$ cat src/rtl/core/rcsp_pkg.sv
`default_nettype none

package rcsp_pkg;

  // Command codes carried in the request
  typedef enum logic [2:0] {
    CMD_ALLOC   = 3'd0,
    CMD_GET     = 3'd1,
    CMD_PUT     = 3'd2,
    CMD_NEXT_ID = 3'd3,
    CMD_DEPTH   = 3'd4
  } cmd_t;

  // Result status codes
  typedef enum logic [1:0] {
    ST_OK   = 2'd0,
    ST_FULL = 2'd1,
    ST_ZERO = 2'd2,
    ST_SAT  = 2'd3
  } status_t;

  // Sequencer states
  typedef enum logic [1:0] {
    S_IDLE = 2'd0,
    S_SCAN = 2'd1,
    S_EXEC = 2'd2,
    S_DONE = 2'd3
  } state_t;

  // One slot as stored in the slot memory
  typedef struct packed {
    logic [30:0] id;
    logic        pvalid;
    logic [3:0]  link;
    logic [15:0] count;
  } entry_t;

  localparam int          GROUP_W   = 16;
  localparam logic [15:0] COUNT_MAX = 16'hFFFF;
  localparam logic [30:0] ID_MAX    = 31'h7FFF_FFFF;
  localparam logic [4:0]  DEPTH_RST = 5'd4;

endpackage

`default_nettype wire

$ cat src/rtl/core/refcounted_namespace_slot_pool.sv
`default_nettype none

// Channel   Direction  Handshake            Payload
// in_       request    in_tvalid/in_tready  tdata: command, slot, parent_slot, parent_present
// out_      result     out_tvalid/out_tready tdata: status, granted_slot, value
// cfg_      register   cfg_valid/cfg_ready  cfg_data: max_depth (always ready)
//
// Get, put and next id go through accept, one read-modify-write of the slot memory, and hand-off.
// Allocate scans the free map one group of 16 slots at a time (ceil(SLOTS/16) groups at most).
// Depth check does one memory read per parent link followed.
// One request is in work at a time; a finished result waits in the output register while the
// next request is taken. Reset is synchronous; the free map clears at once, no sweep.
// A stalled output holds the sequencer in its hand-off state until the result is taken.
module refcounted_namespace_slot_pool #(
  parameter int SLOTS = 16
) (
  input  wire logic        clk,
  input  wire logic        rst_n,
  input  wire logic        in_tvalid,
  output logic             in_tready,
  // [2:0] command, [6:3] slot, [10:7] parent_slot, [11] parent_present, [15:12] zero
  input  wire logic [15:0] in_tdata,
  output logic             out_tvalid,
  input  wire logic        out_tready,
  // [1:0] status, [5:2] granted_slot, [36:6] value, [39:37] zero
  output logic [39:0]      out_tdata,
  input  wire logic        cfg_valid,
  output logic             cfg_ready,
  input  wire logic [4:0]  cfg_data
);
  import rcsp_pkg::*;

  localparam int AW   = $clog2(SLOTS);
  localparam int GRP  = GROUP_W;
  localparam int NGRP = (SLOTS + GRP - 1) / GRP;
  localparam int GW   = (NGRP > 1) ? $clog2(NGRP) : 1;
  localparam int PAD  = NGRP * GRP;

  state_t state_r, state_nxt;

  // Request fields
  cmd_t        in_cmd;
  logic [3:0]  in_slot;
  logic [3:0]  in_par;
  logic        in_pp;
  logic        accept;
  logic        in_slot_ok;

  // Held request
  cmd_t        cmd_r, cmd_nxt;
  logic [AW-1:0] slot_r, slot_nxt;
  logic [3:0]  par_r, par_nxt;
  logic        pp_r, pp_nxt;

  // Scan and walk counters
  logic [GW-1:0] grp_r, grp_nxt;
  logic [4:0]  depth_r, depth_nxt;
  logic [4:0]  depth_inc;

  // Free map: one bit per slot, set while the count is nonzero
  logic [SLOTS-1:0] busy_r, busy_nxt;
  logic [PAD-1:0]   busy_pad;
  logic [GRP-1:0]   grp_free;
  logic [3:0]       free_idx;
  logic             alloc_found;
  logic             last_grp;
  logic [GW+3:0]    alloc_full;
  logic [AW-1:0]    alloc_addr;

  // Slot memory
  entry_t        mem [SLOTS];
  entry_t        rd_data_r;
  logic          rd_en;
  logic [AW-1:0] rd_addr;
  logic          wr_en;
  logic [AW-1:0] wr_addr;
  entry_t        wr_data;

  // Execute-stage view
  logic [15:0] cnt;
  logic        walk_hit;
  logic        walk_stop;

  // Pending result
  status_t     res_status_r, res_status_nxt;
  logic [3:0]  res_granted_r, res_granted_nxt;
  logic [30:0] res_value_r, res_value_nxt;

  // Output register and configuration
  logic        out_tvalid_r, out_tvalid_nxt;
  logic [39:0] out_tdata_r, out_tdata_nxt;
  logic        out_load;
  logic [4:0]  max_depth_r, max_depth_nxt;

  // Unpack the request
  assign in_cmd     = cmd_t'(in_tdata[2:0]);
  assign in_slot    = in_tdata[6:3];
  assign in_par     = in_tdata[10:7];
  assign in_pp      = in_tdata[11];
  assign in_tready  = (state_r == S_IDLE);
  assign accept     = in_tvalid && in_tready;
  assign in_slot_ok = (32'(in_slot) < SLOTS);

  assign cfg_ready  = 1'b1;
  assign out_tvalid = out_tvalid_r;
  assign out_tdata  = out_tdata_r;
  assign out_load   = (state_r == S_DONE) && (!out_tvalid_r || out_tready);

  // Pad the free map to whole groups; pad slots never look free
  always_comb begin
    busy_pad = '1;
    busy_pad[SLOTS-1:0] = busy_r;
  end

  // Pick the lowest free slot in the current group
  always_comb begin
    grp_free = ~busy_pad[grp_r*GRP +: GRP];
    free_idx = '0;
    for (int i = GRP - 1; i >= 0; i--) begin
      if (grp_free[i]) begin
        free_idx = 4'(i);
      end
    end
  end

  assign alloc_found = |grp_free;
  assign last_grp    = (grp_r == GW'(NGRP - 1));
  assign alloc_full  = {grp_r, free_idx};
  assign alloc_addr  = AW'(alloc_full);

  // Count of the slot under work; a slot off the free map counts zero
  assign cnt       = busy_r[slot_r] ? rd_data_r.count : 16'd0;
  assign depth_inc = 5'(depth_r + 5'd1);
  assign walk_hit  = (depth_inc >= max_depth_r);
  assign walk_stop = walk_hit || !rd_data_r.pvalid || (32'(rd_data_r.link) >= SLOTS);

  // Next state
  always_comb begin
    state_nxt = state_r;
    unique case (state_r)
      S_IDLE: begin
        if (accept) begin
          unique case (in_cmd)
            CMD_ALLOC: begin
              state_nxt = S_SCAN;
            end
            CMD_GET, CMD_PUT, CMD_NEXT_ID, CMD_DEPTH: begin
              if (!in_slot_ok) begin
                state_nxt = S_DONE;
              end else if (in_cmd == CMD_DEPTH && max_depth_r == 5'd0) begin
                state_nxt = S_DONE;
              end else begin
                state_nxt = S_EXEC;
              end
            end
            default: begin
              state_nxt = S_DONE;
            end
          endcase
        end
      end
      S_SCAN: begin
        if (alloc_found || last_grp) begin
          state_nxt = S_DONE;
        end
      end
      S_EXEC: begin
        if (!(cmd_r == CMD_DEPTH && !walk_stop)) begin
          state_nxt = S_DONE;
        end
      end
      S_DONE: begin
        if (out_load) begin
          state_nxt = S_IDLE;
        end
      end
      default: begin
        state_nxt = S_IDLE;
      end
    endcase
  end

  // Datapath, memory control and result
  always_comb begin
    cmd_nxt         = cmd_r;
    slot_nxt        = slot_r;
    par_nxt         = par_r;
    pp_nxt          = pp_r;
    grp_nxt         = grp_r;
    depth_nxt       = depth_r;
    busy_nxt        = busy_r;
    res_status_nxt  = res_status_r;
    res_granted_nxt = res_granted_r;
    res_value_nxt   = res_value_r;
    rd_en           = 1'b0;
    rd_addr         = slot_r;
    wr_en           = 1'b0;
    wr_addr         = slot_r;
    wr_data         = rd_data_r;
    max_depth_nxt   = cfg_valid ? cfg_data : max_depth_r;

    unique case (state_r)
      S_IDLE: begin
        if (accept) begin
          cmd_nxt         = in_cmd;
          slot_nxt        = AW'(in_slot);
          par_nxt         = in_par;
          pp_nxt          = in_pp;
          grp_nxt         = '0;
          depth_nxt       = '0;
          res_status_nxt  = ST_OK;
          res_granted_nxt = '0;
          res_value_nxt   = '0;
          unique case (in_cmd)
            CMD_ALLOC: begin
            end
            CMD_GET, CMD_PUT, CMD_NEXT_ID, CMD_DEPTH: begin
              if (!in_slot_ok) begin
                res_status_nxt = ST_ZERO;
              end else if (in_cmd == CMD_DEPTH && max_depth_r == 5'd0) begin
                res_value_nxt = 31'd1;
              end else begin
                // fetch the addressed slot
                rd_en   = 1'b1;
                rd_addr = AW'(in_slot);
              end
            end
            default: begin
            end
          endcase
        end
      end
      S_SCAN: begin
        if (alloc_found) begin
          // claim the slot outright; no read needed
          wr_en              = 1'b1;
          wr_addr            = alloc_addr;
          wr_data.count      = 16'd1;
          wr_data.pvalid     = pp_r;
          wr_data.link       = pp_r ? par_r : 4'd0;
          wr_data.id         = 31'd1;
          busy_nxt[alloc_addr] = 1'b1;
          res_granted_nxt    = alloc_full[3:0];
        end else if (last_grp) begin
          res_status_nxt = ST_FULL;
        end else begin
          grp_nxt = GW'(grp_r + 1'b1);
        end
      end
      S_EXEC: begin
        unique case (cmd_r)
          CMD_GET: begin
            if (cnt == COUNT_MAX) begin
              res_status_nxt = ST_SAT;
            end else begin
              wr_en            = 1'b1;
              wr_data.count    = 16'(cnt + 16'd1);
              busy_nxt[slot_r] = 1'b1;
            end
          end
          CMD_PUT: begin
            if (cnt == 16'd0) begin
              res_status_nxt = ST_ZERO;
            end else begin
              wr_en            = 1'b1;
              wr_data.count    = 16'(cnt - 16'd1);
              busy_nxt[slot_r] = (cnt != 16'd1);
            end
          end
          CMD_NEXT_ID: begin
            res_value_nxt = rd_data_r.id;
            if (rd_data_r.id == ID_MAX) begin
              res_status_nxt = ST_SAT;
            end else begin
              wr_en      = 1'b1;
              wr_data.id = 31'(rd_data_r.id + 31'd1);
            end
          end
          CMD_DEPTH: begin
            if (walk_stop) begin
              res_value_nxt = {30'd0, walk_hit};
            end else begin
              // follow the parent link
              rd_en     = 1'b1;
              rd_addr   = AW'(rd_data_r.link);
              depth_nxt = depth_inc;
            end
          end
          default: begin
          end
        endcase
      end
      S_DONE: begin
      end
      default: begin
      end
    endcase
  end

  // Output register: load the pending result, drop it once taken
  always_comb begin
    out_tvalid_nxt = out_tvalid_r;
    out_tdata_nxt  = out_tdata_r;
    if (out_load) begin
      out_tvalid_nxt = 1'b1;
      out_tdata_nxt  = {3'd0, res_value_r, res_granted_r, res_status_r};
    end else if (out_tready) begin
      out_tvalid_nxt = 1'b0;
    end
  end

  // Slot memory: one write port, one registered read port
  always_ff @(posedge clk) begin
    if (wr_en) begin
      mem[wr_addr] <= wr_data;
    end
    if (rd_en) begin
      rd_data_r <= mem[rd_addr];
    end
  end

  // Control registers
  always_ff @(posedge clk) begin
    if (!rst_n) begin
      state_r      <= S_IDLE;
      busy_r       <= '0;
      out_tvalid_r <= 1'b0;
      max_depth_r  <= DEPTH_RST;
    end else begin
      state_r      <= state_nxt;
      busy_r       <= busy_nxt;
      out_tvalid_r <= out_tvalid_nxt;
      max_depth_r  <= max_depth_nxt;
    end
  end

  // Payload registers
  always_ff @(posedge clk) begin
    cmd_r         <= cmd_nxt;
    slot_r        <= slot_nxt;
    par_r         <= par_nxt;
    pp_r          <= pp_nxt;
    grp_r         <= grp_nxt;
    depth_r       <= depth_nxt;
    res_status_r  <= res_status_nxt;
    res_granted_r <= res_granted_nxt;
    res_value_r   <= res_value_nxt;
    out_tdata_r   <= out_tdata_nxt;
  end

`ifndef NO_ASSERTIONS
  // A claimed slot shows as busy right after the scan
  a_alloc_busy: assert property (@(posedge clk) disable iff (!rst_n)
    (state_r == S_SCAN && alloc_found) |=> busy_r[$past(alloc_addr)])
    else $error("allocated slot not marked busy");

  // A full report only when every slot is busy
  a_full_all_busy: assert property (@(posedge clk) disable iff (!rst_n)
    (state_r == S_SCAN && !alloc_found && last_grp) |-> (&busy_r))
    else $error("pool reported full with a free slot");

  // Memory never read and written in the same cycle
  a_no_rw_overlap: assert property (@(posedge clk) disable iff (!rst_n)
    !(rd_en && wr_en))
    else $error("slot memory read and write overlap");

  // A stalled output keeps the result pending
  a_done_hold: assert property (@(posedge clk) disable iff (!rst_n)
    (state_r == S_DONE && out_tvalid_r && !out_tready) |=> (state_r == S_DONE))
    else $error("pending result lost under output stall");
`endif

endmodule

`default_nettype wire
$ cat config.mk
export PLATFORM = sky130hd
export DESIGN_NAME = refcounted_namespace_slot_pool
export DESIGN_NICKNAME = d
export VERILOG_FILES = /design/src/rtl/core/rcsp_pkg.sv /design/src/rtl/core/refcounted_namespace_slot_pool.sv
export SDC_FILE = /design/constraint.sdc
export NUM_CORES = 1
export LEC_CHECK = 0
export BUFFER_PORTS_ARGS = -buffer_cell sky130_fd_sc_hd__buf_4
export CAP_MARGIN = 40
export CORE_ASPECT_RATIO = 0.8
export CORE_MARGIN = 3
export CORE_UTILIZATION = 45
export CTS_BUF_LIST = sky130_fd_sc_hd__clkbuf_16
export CTS_CLUSTER_SIZE = 28
export DETAILED_ROUTE_END_ITERATION = 10
export PLACE_DENSITY = 0.71
export SYNTH_ARGS = -nofsm -noshare
export SYNTH_HDL_FRONTEND = slang
export SYNTH_SLANG_ARGS = --single-unit
export TNS_END_PERCENT = 100
$ cat constraint.sdc
create_clock -name clk -period 7.5 [get_ports clk]
set_clock_uncertainty 0.15 [all_clocks]
set_input_delay 0.375 -clock clk [delete_from_list [all_inputs] [get_ports clk]]
set_output_delay 0.375 -clock clk [all_outputs]
set_load 0.02 [all_outputs]
==> impl_metrics.ini <==
[timing]
setup_ws_ps = 1780
worstMarginPinSlew_ps = 959
hold_slack_ps = 134
period_share_pct = 76.2
fin_tns_setup_ps = 0
hold_violations = 0
min_period_ps = 5720
fmax_ghz = 0.175
rsz0062_at_grt = no
slew_violations = 0
setup_viol = 0
max-slew-margin-rel_pct = 35.9

[layout]
final_common_cell = edfxtp_1
finalCoreUtilization_pct = 51.9
drive_gt1_share_pct = 10.1
syn_to_final_growth_pct = 13.9
antennaDiodeCount = 0
nFillCells = 7496
mostFrequentLayoutCells = 975 x edfxtp_1, 803 x nand2_1, 310 x nand3_1
nNetsFinal = 3346

[floorplan]
core_um2 = 91700
rows = 99
die_h_um = 279
initial_core_util_pct = 45.6
die_x_um = 347
dieArea_um2 = 96600
boundaryPins = 69

[critical_path]
cp.required_ps = 7680
r2r_start = slot_r[1]
arrival_ps = 5890
worstSetupStartpoint = slot_r[1]
critPathKind = reg -> reg
worstSetupEndpointType = register
cp_max_fo = 20
critPathLaunchType = register

[clock_tree]
clk_transition_reported_paths_ps = 70
cts-root-buf = clkbuf_16
cts_tree = yes
clockBufferDepth = 3
clkLatencyLatePin_ps = 670
cts_resized = 0
cts_made_buffers = 98
cts_sinks = 999
htreeDepth = 3

[yosys]
synth_ff_type = edfxtp_1
yosys.area_share.simple_pct = 14.3
yosys_warnings = 0
syn_avg_cell_area_um2 = 12.9
synth_compound_area_share_pct = 9.44
synth_fa_ha_area_share_pct = 0.449
postSynthCellCount = 3233
synth_edf_count = 975
muxShareOfSynthArea_pct = 1.74
synth-seq-cells = 999
synth_top_family_by_area = simple AND/OR/NAND/NOR gates
synth_cell_types = 81
synthXorXnorAreaFrac_pct = 0.230
syn-cell-area_um2 = 41800
synthArstFlopShare_pct = 0
ys_seq_area_share_pct = 71.2

[power]
vdd_drop_max_mv = 0.443
p_leak_nw = 16.2
power.density_nw_per_um2 = 408

[global_routing]
grt_max_degree = 157
gr-total-overflow = 0
grt_pass1_vias = 26100
grt_use_total_pct = 22.3
antenna_found_initial = 3
grt_pass1_wl_mm = 164

[min_path]
hold_class = in -> reg
hp-start = in_tvalid

[routing]
dr.pass1.iters = 6
wl_mm = 110
antenna_left = 0
vias = 27900
avgRoutedWirePerCell_um = 23.9
via_per_inst = 6.07
drc = 0
drt_iter0_drc = 3772

[placement]
dp_hpwl_mm = 59.7
pre_cts_ws_ps = 1950
numPortBuffers = 60
gp_congestion = 0.906

[status]
status = complete, no violations

[run]
maxCapViolCount = 0
-- report_power, final --
part | internal, mW | switching, mW
clock | 2.72 | 2.06
sequential | 7.65 | 0.321
combinational | 2.03 | 4.65
-- worst max-delay path: stages, from the launching register on --
cell and delay, ps:
edfxtp_1 690, and2_1 310, a22oi_1 260, nand2_1 140, o21ai_2 500, nand2_1 210, inv_1 90, ha_1 250
and4_1 320, nand4_1 160, nor2_1 170, inv_1 60, o31a_1 420, nand2_1 320, a21oi_1 320, buf_4 270
o22ai_1 730
-- metrics by stage --
stage                     power (mW)  cells  cell area [um^2]
after global placement          14.3   4366             43800
after CTS                       19.4   4594             47600
final                           19.4   4594             47600
after detailed placement        14.6   4387             44200
after global routing            20.3   4594             47600
after floorplan                 12.3   3235             41800
-- cells by family after synthesis --
kind of cell             after synthesis
adder cells (fa/ha/maj)               15
buffers and inverters                250
other                                  2
multiplexers                          72
flip-flops                           999
AND/OR/NAND/NOR                     1365
AO/OA/AOI/OAI                        519
XOR/XNOR                              11
-- registers in the layout, indices dropped and copies added (netlist names) --
register	flops
depth_r	5
pp_r	1
slot_r	4
out_tdata	37
par_r	4
res_granted_r	4
state_r	2
out_tvalid	1
rd_data_r	52
busy_pad	16
mem	832
res_value_r	31
cmd_r	3
res_status_r	2
max_depth_r	5
-- layer usage --
layer	part of all wire [%]	GRT usage (%)	vias to the layer above
met5	0.031	0.146	-
met4	2.9	6.82	2
met3	11	4.82	250
met2	44	33.6	1578
met1	42	32.7	13700
li1	-	-	12400
-- what timing repair did --
| action | CTS | global route |
|---|---|---|
| setup buffers | 0 | 0 |
| endpoints found under the hold margin | 36 | 0 |
| hold buffers | 30 | 0 |
| setup endpoints to repair | 0 | 0 |
-- final timing paths --
check             cells after the start  slack [ps]         endpoint
hold reg to reg                       0         270    out_tdata[31]
hold / removal                        3         130  res_status_r[1]
setup / recovery                     16        1780      mem[13][12]
setup reg to reg                     16        1780      mem[13][12]
-- cell usage after synthesis (4+ instances only) --
cell type | n | share of area (%)
edfxtp_1 | 975 | 70
nand2_1 | 803 | 7.2
nand3_1 | 310 | 3.7
clkbuf_1 | 133 | 1.2
a21oi_1 | 97 | 1.2
nor2_1 | 78 | 0.70
o21ai_0 | 75 | 0.90
mux2i_1 | 69 | 1.7
buf_2 | 58 | 0.69
a221oi_1 | 54 | 1.1
a32o_1 | 54 | 1.3
a311o_1 | 52 | 1.2
a311oi_1 | 52 | 1.1
and2_1 | 40 | 0.60
inv_1 | 26 | 0.23
a31oi_1 | 24 | 0.36
dfxtp_1 | 24 | 1.1
nor3_1 | 24 | 0.29
and3_1 | 20 | 0.30
nand4_1 | 19 | 0.28
nor2b_1 | 18 | 0.27
ha_1 | 15 | 0.45
nand2b_1 | 14 | 0.21
buf_4 | 12 | 0.22
a22oi_1 | 11 | 0.20
buf_1 | 10 | 0.090
o22ai_1 | 10 | 0.15
buf_6 | 8 | 0.22
nor4_1 | 8 | 0.12
o31ai_1 | 7 | 0.13
xnor2_1 | 7 | 0.15
a21o_1 | 6 | 0.11
a22o_1 | 6 | 0.13
or3_1 | 6 | 0.090
and4_1 | 5 | 0.10
o21a_1 | 5 | 0.090
o311ai_0 | 5 | 0.10
o41ai_1 | 5 | 0.10
a2bb2oi_1 | 4 | 0.084
o211ai_1 | 4 | 0.072
o21bai_1 | 4 | 0.072
o32ai_1 | 4 | 0.084
or4_1 | 4 | 0.072
xor2_1 | 4 | 0.084
-- cell type report --
cell class	count	area [um^2]	area share, %
sequential	999	29800	62.5
tap	1212	1520	3.19
multi-input combinational	1986	11100	23.4
clock inverter	77	604	1.27
clock buffer	100	2500	5.26
inverter	28	105	0.221
timing repair buffer	192	1980	4.16
Note: power is estimated with default switching activity, not from simulation.
